--- src/hw/rtl/crtc_pkg.sv ---
package crtc_pkg;

    // Access kinds carried in the input tuser field
    typedef enum logic [1:0] {
        ACT_SELECT = 2'd0,
        ACT_WRITE  = 2'd1,
        ACT_READ   = 2'd2,
        ACT_TICK   = 2'd3
    } t_action;

    localparam int unsigned REG_IDX_W   = 5;
    localparam int unsigned POS_W       = 13;
    localparam int unsigned ADDR_W      = 14;
    localparam int unsigned CHAR_W_W    = 5;
    localparam int unsigned FRAME_CNT_W = 5;

    localparam logic [CHAR_W_W-1:0] CHAR_WIDTH_RESET = 5'd8;

    // Register indexes
    localparam logic [REG_IDX_W-1:0] REG_H_TOTAL      = 5'd0;
    localparam logic [REG_IDX_W-1:0] REG_V_TOTAL      = 5'd4;
    localparam logic [REG_IDX_W-1:0] REG_V_ADJUST     = 5'd5;
    localparam logic [REG_IDX_W-1:0] REG_MAX_SCAN     = 5'd9;
    localparam logic [REG_IDX_W-1:0] REG_CURSOR_START = 5'd10;
    localparam logic [REG_IDX_W-1:0] REG_CURSOR_END   = 5'd11;
    localparam logic [REG_IDX_W-1:0] REG_START_HI     = 5'd12;
    localparam logic [REG_IDX_W-1:0] REG_START_LO     = 5'd13;
    localparam logic [REG_IDX_W-1:0] REG_CURSOR_HI    = 5'd14;
    localparam logic [REG_IDX_W-1:0] REG_CURSOR_LO    = 5'd15;
    localparam logic [REG_IDX_W-1:0] REG_LAST         = 5'd17;
    localparam logic [REG_IDX_W-1:0] REG_INVALID      = 5'd31;

    localparam logic [7:0] READ_NONE = 8'hFF;

    // Timing registers consumed by the raster counters
    typedef struct packed {
        logic [7:0] h_total_chars;
        logic [6:0] v_total_rows;
        logic [4:0] v_adjust_lines;
        logic [4:0] max_scan_line;
    } t_timing;

    // Address and cursor registers shown with every result
    typedef struct packed {
        logic [ADDR_W-1:0] start_addr;
        logic [ADDR_W-1:0] cursor_addr;
        logic [6:0]        cursor_start;
        logic [4:0]        cursor_end;
    } t_disp;

    // Raster status after one step
    typedef struct packed {
        logic             row_end;
        logic             frame_end;
        logic             blink_fast;
        logic             blink_slow;
        logic [POS_W-1:0] h_pos;
        logic [POS_W-1:0] v_pos;
    } t_raster;

endpackage

--- src/hw/rtl/crtc_regs.sv ---
module crtc_regs (
    input  logic                i_clk,
    input  logic                i_rst_n,
    input  logic                i_step,
    input  crtc_pkg::t_action   i_action,
    input  logic [7:0]          i_data,
    output crtc_pkg::t_timing   o_timing,
    output crtc_pkg::t_disp     o_disp,
    output logic [7:0]          o_read_data
);

    // Only registers that feed an output or the raster are stored; writes to
    // the display, sync and interlace registers are accepted and dropped.
    logic [crtc_pkg::REG_IDX_W-1:0] r_sel,         n_sel;
    logic [7:0]                     r_h_total,     n_h_total;
    logic [6:0]                     r_v_total,     n_v_total;
    logic [4:0]                     r_v_adjust,    n_v_adjust;
    logic [4:0]                     r_max_scan,    n_max_scan;
    logic [6:0]                     r_cur_start,   n_cur_start;
    logic [4:0]                     r_cur_end,     n_cur_end;
    logic [crtc_pkg::ADDR_W-1:0]    r_start_addr,  n_start_addr;
    logic [crtc_pkg::ADDR_W-1:0]    r_cursor_addr, n_cursor_addr;
    logic [crtc_pkg::REG_IDX_W-1:0] sel_idx;

    assign sel_idx = i_data[crtc_pkg::REG_IDX_W-1:0];

    always_comb begin
        n_sel         = r_sel;
        n_h_total     = r_h_total;
        n_v_total     = r_v_total;
        n_v_adjust    = r_v_adjust;
        n_max_scan    = r_max_scan;
        n_cur_start   = r_cur_start;
        n_cur_end     = r_cur_end;
        n_start_addr  = r_start_addr;
        n_cursor_addr = r_cursor_addr;
        o_read_data   = 8'd0;
        unique case (i_action)
            crtc_pkg::ACT_SELECT: begin
                n_sel = (sel_idx > crtc_pkg::REG_LAST) ? crtc_pkg::REG_INVALID : sel_idx;
            end
            crtc_pkg::ACT_WRITE: begin
                unique case (r_sel)
                    crtc_pkg::REG_H_TOTAL:      n_h_total   = i_data;
                    crtc_pkg::REG_V_TOTAL:      n_v_total   = i_data[6:0];
                    crtc_pkg::REG_V_ADJUST:     n_v_adjust  = i_data[4:0];
                    crtc_pkg::REG_MAX_SCAN:     n_max_scan  = i_data[4:0];
                    crtc_pkg::REG_CURSOR_START: n_cur_start = i_data[6:0];
                    crtc_pkg::REG_CURSOR_END:   n_cur_end   = i_data[4:0];
                    crtc_pkg::REG_START_HI:     n_start_addr  = {i_data[5:0], r_start_addr[7:0]};
                    crtc_pkg::REG_START_LO:     n_start_addr  = {r_start_addr[13:8], i_data};
                    crtc_pkg::REG_CURSOR_HI:    n_cursor_addr = {i_data[5:0], r_cursor_addr[7:0]};
                    crtc_pkg::REG_CURSOR_LO:    n_cursor_addr = {r_cursor_addr[13:8], i_data};
                    default: ;
                endcase
            end
            crtc_pkg::ACT_READ: begin
                priority if (r_sel == crtc_pkg::REG_CURSOR_HI) begin
                    o_read_data = {2'b00, r_cursor_addr[13:8]};
                end else if (r_sel == crtc_pkg::REG_CURSOR_LO) begin
                    o_read_data = r_cursor_addr[7:0];
                end else begin
                    o_read_data = crtc_pkg::READ_NONE;
                end
            end
            crtc_pkg::ACT_TICK: ;
            default: ;
        endcase
    end

    always_ff @(posedge i_clk) begin
        if (!i_rst_n) begin
            r_sel         <= crtc_pkg::REG_INVALID;
            r_h_total     <= '0;
            r_v_total     <= '0;
            r_v_adjust    <= '0;
            r_max_scan    <= '0;
            r_cur_start   <= '0;
            r_cur_end     <= '0;
            r_start_addr  <= '0;
            r_cursor_addr <= '0;
        end else if (i_step) begin
            r_sel         <= n_sel;
            r_h_total     <= n_h_total;
            r_v_total     <= n_v_total;
            r_v_adjust    <= n_v_adjust;
            r_max_scan    <= n_max_scan;
            r_cur_start   <= n_cur_start;
            r_cur_end     <= n_cur_end;
            r_start_addr  <= n_start_addr;
            r_cursor_addr <= n_cursor_addr;
        end
    end

    assign o_timing = '{h_total_chars:  r_h_total,
                        v_total_rows:   r_v_total,
                        v_adjust_lines: r_v_adjust,
                        max_scan_line:  r_max_scan};

    // Values after this step, so a write shows up in its own result
    assign o_disp = '{start_addr:   n_start_addr,
                      cursor_addr:  n_cursor_addr,
                      cursor_start: n_cur_start,
                      cursor_end:   n_cur_end};

endmodule

--- src/hw/rtl/crtc_raster.sv ---
module crtc_raster (
    input  logic                            i_clk,
    input  logic                            i_rst_n,
    input  logic                            i_step,
    input  logic                            i_tick,
    input  logic [crtc_pkg::CHAR_W_W-1:0]   i_char_width,
    input  crtc_pkg::t_timing               i_timing,
    output crtc_pkg::t_raster               o_status
);

    localparam int unsigned SumW = crtc_pkg::POS_W + 1;

    logic [crtc_pkg::POS_W-1:0]       r_pixel, n_pixel;
    logic [crtc_pkg::POS_W-1:0]       r_line,  n_line;
    logic [crtc_pkg::FRAME_CNT_W-1:0] r_frame, n_frame;
    logic                             r_blink16, n_blink16;
    logic                             r_blink32, n_blink32;

    logic [crtc_pkg::POS_W-1:0] h_total;
    logic [11:0]                v_total;
    logic [SumW-1:0]            h_sum;
    logic [SumW-1:0]            v_inc;
    logic                       row_end;
    logic                       frame_end;
    logic [crtc_pkg::FRAME_CNT_W-1:0] frame_inc;

    assign h_total = 13'(i_timing.h_total_chars) * 13'(i_char_width);
    assign v_total = 12'(i_timing.v_total_rows) * (12'(i_timing.max_scan_line) + 12'd1)
                   + 12'(i_timing.v_adjust_lines);

    assign h_sum     = {1'b0, r_pixel} + SumW'(i_char_width);
    assign row_end   = i_tick && (h_sum >= {1'b0, h_total});
    assign v_inc     = {1'b0, r_line} + SumW'(row_end);
    assign frame_end = i_tick && (v_inc > SumW'(v_total));
    assign frame_inc = r_frame + 1'b1;

    always_comb begin
        n_pixel   = r_pixel;
        n_line    = r_line;
        n_frame   = r_frame;
        n_blink16 = r_blink16;
        n_blink32 = r_blink32;
        if (i_tick) begin
            n_pixel = row_end   ? '0 : h_sum[crtc_pkg::POS_W-1:0];
            n_line  = frame_end ? '0 : v_inc[crtc_pkg::POS_W-1:0];
        end
        if (frame_end) begin
            n_frame   = frame_inc;
            n_blink16 = r_blink16 ^ (frame_inc[3:0] == 4'd0);
            n_blink32 = r_blink32 ^ (frame_inc == '0);
        end
    end

    always_ff @(posedge i_clk) begin
        if (!i_rst_n) begin
            r_pixel   <= '0;
            r_line    <= '0;
            r_frame   <= '0;
            r_blink16 <= 1'b0;
            r_blink32 <= 1'b0;
        end else if (i_step) begin
            r_pixel   <= n_pixel;
            r_line    <= n_line;
            r_frame   <= n_frame;
            r_blink16 <= n_blink16;
            r_blink32 <= n_blink32;
        end
    end

    assign o_status = '{row_end:    row_end,
                        frame_end:  frame_end,
                        blink_fast: n_blink16,
                        blink_slow: n_blink32,
                        h_pos:      n_pixel,
                        v_pos:      n_line};

endmodule

--- src/hw/rtl/crt_controller_raster_timing_top.sv ---
// Channel   | Signals                       | Contents
// ----------+-------------------------------+-------------------------------------------
// s_axis in | i_s_axis_tvalid/tready/tdata  | tdata = data_value; tuser = action
// m_axis out| o_m_axis_tvalid/tready/tdata  | tdata = status fields; tlast = frame_end
// cfg write | i_cfg_wr_en, i_cfg_wr_data    | char_width (5 bits), no read-back
//
// One transaction per cycle sustained while the receiver keeps tready high. Each
// transaction is captured in the input register and resolved into the result
// register when that is empty or being drained, which raises o_m_axis_tvalid.
// Reset is synchronous, active low; char_width returns to 8, the select to invalid.
// A stalled result holds in the output register while the input register still
// takes one more transaction; tready drops only when both are full.
module crt_controller_raster_timing_top (
    input  logic        i_clk,
    input  logic        i_rst_n,
    // slave side
    input  logic        i_s_axis_tvalid,
    output logic        o_s_axis_tready,
    input  logic [7:0]  i_s_axis_tdata,   // [7:0] data_value
    input  logic [1:0]  i_s_axis_tuser,   // [1:0] action
    // master side
    output logic        o_m_axis_tvalid,
    input  logic        i_m_axis_tready,
    // [7:0] read_data, [8] row_end, [9] blink_fast, [10] blink_slow,
    // [23:11] h_position, [36:24] v_position, [50:37] display_start,
    // [64:51] cursor_location, [69:65] cursor_first_line,
    // [74:70] cursor_last_line, [76:75] cursor_blink_mode, [79:77] zero
    output logic [79:0] o_m_axis_tdata,
    output logic        o_m_axis_tlast,   // frame_end
    // configuration
    input  logic        i_cfg_wr_en,
    input  logic [4:0]  i_cfg_wr_data     // char_width
);

    logic [crtc_pkg::CHAR_W_W-1:0] r_char_width;

    // Input register
    logic              r_in_valid;
    crtc_pkg::t_action r_in_action;
    logic [7:0]        r_in_data;

    // Result register
    logic        r_out_valid;
    logic [79:0] r_out_data;
    logic        r_out_last;

    logic adv_out;
    logic s_ready;
    logic step;

    crtc_pkg::t_timing timing;
    crtc_pkg::t_disp   disp;
    crtc_pkg::t_raster status;
    logic [7:0]        read_data;
    logic [79:0]       n_out_data;

    // Advance the result register when it is empty or being drained
    assign adv_out = !r_out_valid || i_m_axis_tready;
    assign s_ready = !r_in_valid || adv_out;
    assign step    = r_in_valid && adv_out;

    always_ff @(posedge i_clk) begin
        if (!i_rst_n) begin
            r_char_width <= crtc_pkg::CHAR_WIDTH_RESET;
        end else if (i_cfg_wr_en) begin
            r_char_width <= i_cfg_wr_data;
        end
    end

    // Capture the incoming transaction
    always_ff @(posedge i_clk) begin
        if (!i_rst_n) begin
            r_in_valid <= 1'b0;
        end else if (s_ready) begin
            r_in_valid <= i_s_axis_tvalid;
        end
    end

    always_ff @(posedge i_clk) begin
        if (s_ready && i_s_axis_tvalid) begin
            r_in_action <= crtc_pkg::t_action'(i_s_axis_tuser);
            r_in_data   <= i_s_axis_tdata;
        end
    end

    crtc_regs u_regs (
        .i_clk       (i_clk),
        .i_rst_n     (i_rst_n),
        .i_step      (step),
        .i_action    (r_in_action),
        .i_data      (r_in_data),
        .o_timing    (timing),
        .o_disp      (disp),
        .o_read_data (read_data)
    );

    crtc_raster u_raster (
        .i_clk        (i_clk),
        .i_rst_n      (i_rst_n),
        .i_step       (step),
        .i_tick       (r_in_action == crtc_pkg::ACT_TICK),
        .i_char_width (r_char_width),
        .i_timing     (timing),
        .o_status     (status)
    );

    // Pack the result, highest field first
    assign n_out_data = {3'b000,
                         disp.cursor_start[6:5],
                         disp.cursor_end,
                         disp.cursor_start[4:0],
                         disp.cursor_addr,
                         disp.start_addr,
                         status.v_pos,
                         status.h_pos,
                         status.blink_slow,
                         status.blink_fast,
                         status.row_end,
                         read_data};

    // Result register: load a finished step, drop valid once taken
    always_ff @(posedge i_clk) begin
        if (!i_rst_n) begin
            r_out_valid <= 1'b0;
        end else if (adv_out) begin
            r_out_valid <= r_in_valid;
        end
    end

    always_ff @(posedge i_clk) begin
        if (step) begin
            r_out_data <= n_out_data;
            r_out_last <= status.frame_end;
        end
    end

    assign o_s_axis_tready = s_ready;
    assign o_m_axis_tvalid = r_out_valid;
    assign o_m_axis_tdata  = r_out_data;
    assign o_m_axis_tlast  = r_out_last;

endmodule

--- config.mk ---
export PLATFORM = sky130hd
export DESIGN_NAME = crt_controller_raster_timing_top
export DESIGN_NICKNAME = d
export VERILOG_FILES = /design/src/hw/rtl/crtc_pkg.sv /design/src/hw/rtl/crtc_regs.sv /design/src/hw/rtl/crtc_raster.sv /design/src/hw/rtl/crt_controller_raster_timing_top.sv
export SDC_FILE = /design/constraint.sdc
export NUM_CORES = 1
export LEC_CHECK = 0
export ABC_AREA = 0
export BUFFER_PORTS_ARGS = -buffer_cell sky130_fd_sc_hd__buf_4
export CAP_MARGIN = 25
export CORE_MARGIN = 3
export CORE_UTILIZATION = 50
export CTS_BUF_LIST = sky130_fd_sc_hd__clkbuf_4 sky130_fd_sc_hd__clkbuf_8 sky130_fd_sc_hd__clkbuf_16
export CTS_CLUSTER_SIZE = 20
export DETAILED_ROUTE_END_ITERATION = 16
export PLACE_DENSITY_LB_ADDON = 0.15
export SYNTH_ARGS = -nofsm -noshare
export SYNTH_HDL_FRONTEND = slang
export SYNTH_SLANG_ARGS = --single-unit
--- constraint.sdc ---
create_clock -name i_clk -period 11.46 [get_ports i_clk]
set_clock_uncertainty 0.05 [all_clocks]
set_input_delay 2.292 -clock i_clk [delete_from_list [all_inputs] [get_ports i_clk]]
set_output_delay 2.292 -clock i_clk [all_outputs]
set_load 0.005 [all_outputs]
==> impl_metrics.ini <==
[run_status]
run_status = finished clean

[cells_and_area]
post_route_cells_drive_above_1_share_pct = 17.7
num-nets-final = 1425
fillCellCount = 2047
area_growth_syn_to_layout_pct = 12.9
final_common_cell = sky130_fd_sc_hd__nand2_1
antenna-diode-count = 0
utilization_pct = 57.9
most-common-layout-cells = 139 x sky130_fd_sc_hd__nand2_1, 110 x sky130_fd_sc_hd__dfxtp_1, 108 x sky130_fd_sc_hd__buf_4

[synthesis]
synth.yosys.warnings = 0
netlist-cell-type-count = 75
synth-edff-count = 88
postSynthAreaPerCell_um2 = 9.97
synth_sequential_area_ratio_pct = 40.0
netlist_area_pre_place_mm2 = 0.0121
synth-seq-cells = 198
async_reset_ff_share_pct = 0
synthCells = 1215
synth_top_flop_cell = sky130_fd_sc_hd__dfxtp_1

[global_routing]
grt_usage_pct = 20.8
grt_antenna_before_repair = 0
grt_start_max_net_pins = 75
grt_pass1_wl_mm = 44.1
grt-ovfl-total = 0
via_count_of_the_first_global_routing_pass = 8691

[clock_tree]
skew_pair_late_insertion_delay_ps = 440
numClockSinks = 198
path_clk_slew_ps = 90
clk_root_buffer_cell = sky130_fd_sc_hd__clkbuf_16
cts-hold-fix-buffers = 0
numCtsBuffers = 17
cts_repair_resize_count = 0
max-clock-path-buffers = 2
postCtsSetupRepairBufs = 0
cts_tree = done
clock_tree.htree_level_count = 4

[routing]
drt-initial-drc-count = 606
detail_route.drc_violations = 0
detail_route.wirelength_mm = 26.6
antenna_violating_nets_post_route = 0
routedWlPerCell_um = 16.5
number_of_search_and_repair_iterations_in_the_first_detailed_routing_pass = 6
detailroute.via_count = 8897
via_per_inst = 5.53

[worst_hold_path]
hold_class = reg -> reg
min_delay_path_depth = 2
min-delay-start = u_regs.r_cur_start[0]$_SDFFE_PN0P_
hold-path-endpoint = u_regs.r_cur_start[0]$_SDFFE_PN0P_

[sta]
worst_slew_pin_slew_ps = 824
tns_ps = 0
finalSetupViolCount = 0
post-route-period-util_pct = 73.6
fin_crit_ps = 8430
maxClockFrequency_mhz = 119
max-slew-margin-rel_pct = 45.1
report.final.slew_viol_count = 0
rsz0062_at_grt = false
timing_hold_violations_final = 0

[floorplan]
die_h_um = 162
ioPinCount = 103
core_area_mm2 = 0.0236
starting_density_of_the_core_pct = 51.3
rows = 56
die-area_mm2 = 0.0261
die_width_um = 162

[critical_path]
ff2ff_setup_slack_ps = 3030
path_class = reg -> reg
regToRegStartpoint = r_char_width[4]$_SDFFE_PN0P_
reg2reg_depth = 32
worst_r2r_dst = o_m_axis_tdata[26]$_DFFE_PP_
critical_path.top_delay_family = adder cells
critical_path.startpoint_type = register
crit_path_frequent_cell = sky130_fd_sc_hd__ha_1
critPathBufInv = 3
critical_path.max_stage_delay_ps = 540
worst_setup_path_end_kind = register
worst-endpoint-arrival_ps = 8620
timing.critical_path.fanout_max = 23
crit_path_top_delay_cell = sky130_fd_sc_hd__fa_1
critPathRequiredTime_ps = 11650

[power]
power.sequential.fraction_pct = 51.4
report.power.total_w = 0.00149
power.share.switching_pct = 26.9
clock_power_share_pct = 43.4
design_internal_power_w = 0.00109
combPwrFrac_pct = 5.2
power.switching_w = 0.000402
power.ir.vdd_worst_mv = 0.0767
total_leakage_power_nw = 5.83
power.density_cell_area_mw_per_mm2 = 109

[run]
cap_violations = 0

[placement]
io_buffer_count = 99
dp_hpwl_mm = 18.4
final_replace_weighted_congestion = 0.827
[area by class of cell]
cell class	instances	area, um2	area share [%]
Clock buffer	17	425	3.11
Multi-Input combinational cell	871	6650	48.6
Inverter	81	305	2.23
Sequential cell	198	4840	35.4
Tap cell	319	399	2.92
Clock inverter	15	226	1.66
Timing Repair Buffer	109	826	6.04
[metal layers]
layer | track usage (%) | vias up | wire length, um
li1 | - | 4367 | -
met1 | 29.3 | 4278 | 12400
met2 | 32.6 | 217 | 12300
met3 | 3.92 | 35 | 1450
met4 | 6.40 | 0 | 453
met5 | 0 | - | 0
[cell families (layout without fill, tap and decap cells)]
group | Yosys count | in the layout | synth area share [%]
buffers and inverters | 148 | 222 | 5.22
flip-flops | 198 | 198 | 40.0
AND/OR/NAND/NOR | 424 | 424 | 17.4
AO/OA/AOI/OAI | 176 | 176 | 10.2
XOR/XNOR | 50 | 50 | 3.62
adder cells (fa/ha/maj) | 127 | 127 | 15.7
multiplexers | 91 | 91 | 7.93
other | 1 | 3 | 0.0310
[how the worst max path moves through the flow]
stage / startpoint / to / slack, ps / depth (start not counted)
2_1_floorplan: r_char_width[4]$_SDFFE_PN0P_ / o_m_axis_tdata[10]$_DFFE_PP_ / 4130 / 33
3_3_place_gp: r_char_width[4]$_SDFFE_PN0P_ / o_m_axis_tdata[26]$_DFFE_PP_ / 3330 / 32
3_5_place_dp: r_char_width[4]$_SDFFE_PN0P_ / o_m_axis_tdata[26]$_DFFE_PP_ / 3100 / 32
4_1_cts: r_char_width[4]$_SDFFE_PN0P_ / o_m_axis_tdata[26]$_DFFE_PP_ / 3030 / 32
5_1_grt: r_char_width[4]$_SDFFE_PN0P_ / o_m_axis_tdata[26]$_DFFE_PP_ / 2340 / 32
6_report: r_char_width[4]$_SDFFE_PN0P_ / o_m_axis_tdata[26]$_DFFE_PP_ / 3030 / 32
[registers in the layout, indices dropped and copies added (netlist names), 2 cells and up]
| register | flops |
|---|---|
| o_m_axis_tdata | 77 |
| r_char_width | 5 |
| r_in_action | 2 |
| r_in_data | 8 |
| u_raster.r_frame | 5 |
| u_raster.r_line | 13 |
| u_raster.r_pixel | 13 |
| u_regs.r_cur_end | 5 |
| u_regs.r_cur_start | 7 |
| u_regs.r_cursor_addr | 14 |
| u_regs.r_h_total | 8 |
| u_regs.r_max_scan | 5 |
| u_regs.r_sel | 5 |
| u_regs.r_start_addr | 14 |
| u_regs.r_v_adjust | 5 |
| u_regs.r_v_total | 7 |
[Yosys cell counts (5+ instances only)]
cell                         n  area [um2]
sky130_fd_sc_hd__nor3_1     15        75.1
sky130_fd_sc_hd__o21ai_0    25         125
sky130_fd_sc_hd__xor2_1     23         201
sky130_fd_sc_hd__or4_1       6        45.0
sky130_fd_sc_hd__and3_1      9        56.3
sky130_fd_sc_hd__clkbuf_1   41         154
sky130_fd_sc_hd__buf_2      16        80.1
sky130_fd_sc_hd__o31ai_2     8         100
sky130_fd_sc_hd__nor2_1     85         319
sky130_fd_sc_hd__or2_2       5        31.3
sky130_fd_sc_hd__inv_1      80         300
sky130_fd_sc_hd__dfxtp_1   110        2200
sky130_fd_sc_hd__edfxtp_1   88        2640
sky130_fd_sc_hd__nand2b_1   16         100
sky130_fd_sc_hd__mux2i_1    51         510
sky130_fd_sc_hd__nand4_1    12        75.1
sky130_fd_sc_hd__and2_1     46         288
sky130_fd_sc_hd__mux2_2     40         450
sky130_fd_sc_hd__a211oi_1    6        45.0
sky130_fd_sc_hd__nor2b_1     8        50.1
sky130_fd_sc_hd__nor4_1      7        43.8
sky130_fd_sc_hd__nand2_1   139         522
sky130_fd_sc_hd__a21oi_1    46         230
sky130_fd_sc_hd__fa_1       41         821
sky130_fd_sc_hd__o211ai_1   10        75.1
sky130_fd_sc_hd__xnor2_1    27         236
sky130_fd_sc_hd__o31ai_1    21         158
sky130_fd_sc_hd__o22ai_1    10        62.6
sky130_fd_sc_hd__ha_1       86        1080
sky130_fd_sc_hd__a31o_2      7        61.3
sky130_fd_sc_hd__a21o_1      7        52.6
sky130_fd_sc_hd__nand3_1    48         240
[worst register-to-register path: cells and delay by family (launching register included)]
family                   cells  cell delay [ps]
buffers and inverters        3              330
AO/OA/AOI/OAI                8             2070
AND/OR/NAND/NOR             12             2000
adder cells (fa/ha/maj)      8             3040
flip-flops                   1              500
XOR/XNOR                     1              240
[power groups by stage]
stage                     Combinational [W]  Sequential [W]  Clock, W
after floorplan                   0.0000450        0.000776         0
after global placement            0.0000769        0.000783         0
after detailed placement          0.0000776        0.000783         0
after CTS                         0.0000778        0.000767  0.000660
after global routing              0.0000847        0.000769  0.000688
final                             0.0000772        0.000767  0.000648
[per-stage QoR]
step / cell area (um2) / std cells / setup WS [ps] / hold WS [ps]
after floorplan: 12100 / 1217 / 4130 / 384
after global placement: 13000 / 1577 / 3330 / 389
after detailed placement: 13000 / 1577 / 3100 / 398
after CTS: 13700 / 1609 / 3030 / 411
after global routing: 13700 / 1610 / 2340 / 434
final: 13700 / 1610 / 3030 / 409
Power figures use the tool's default switching activity.
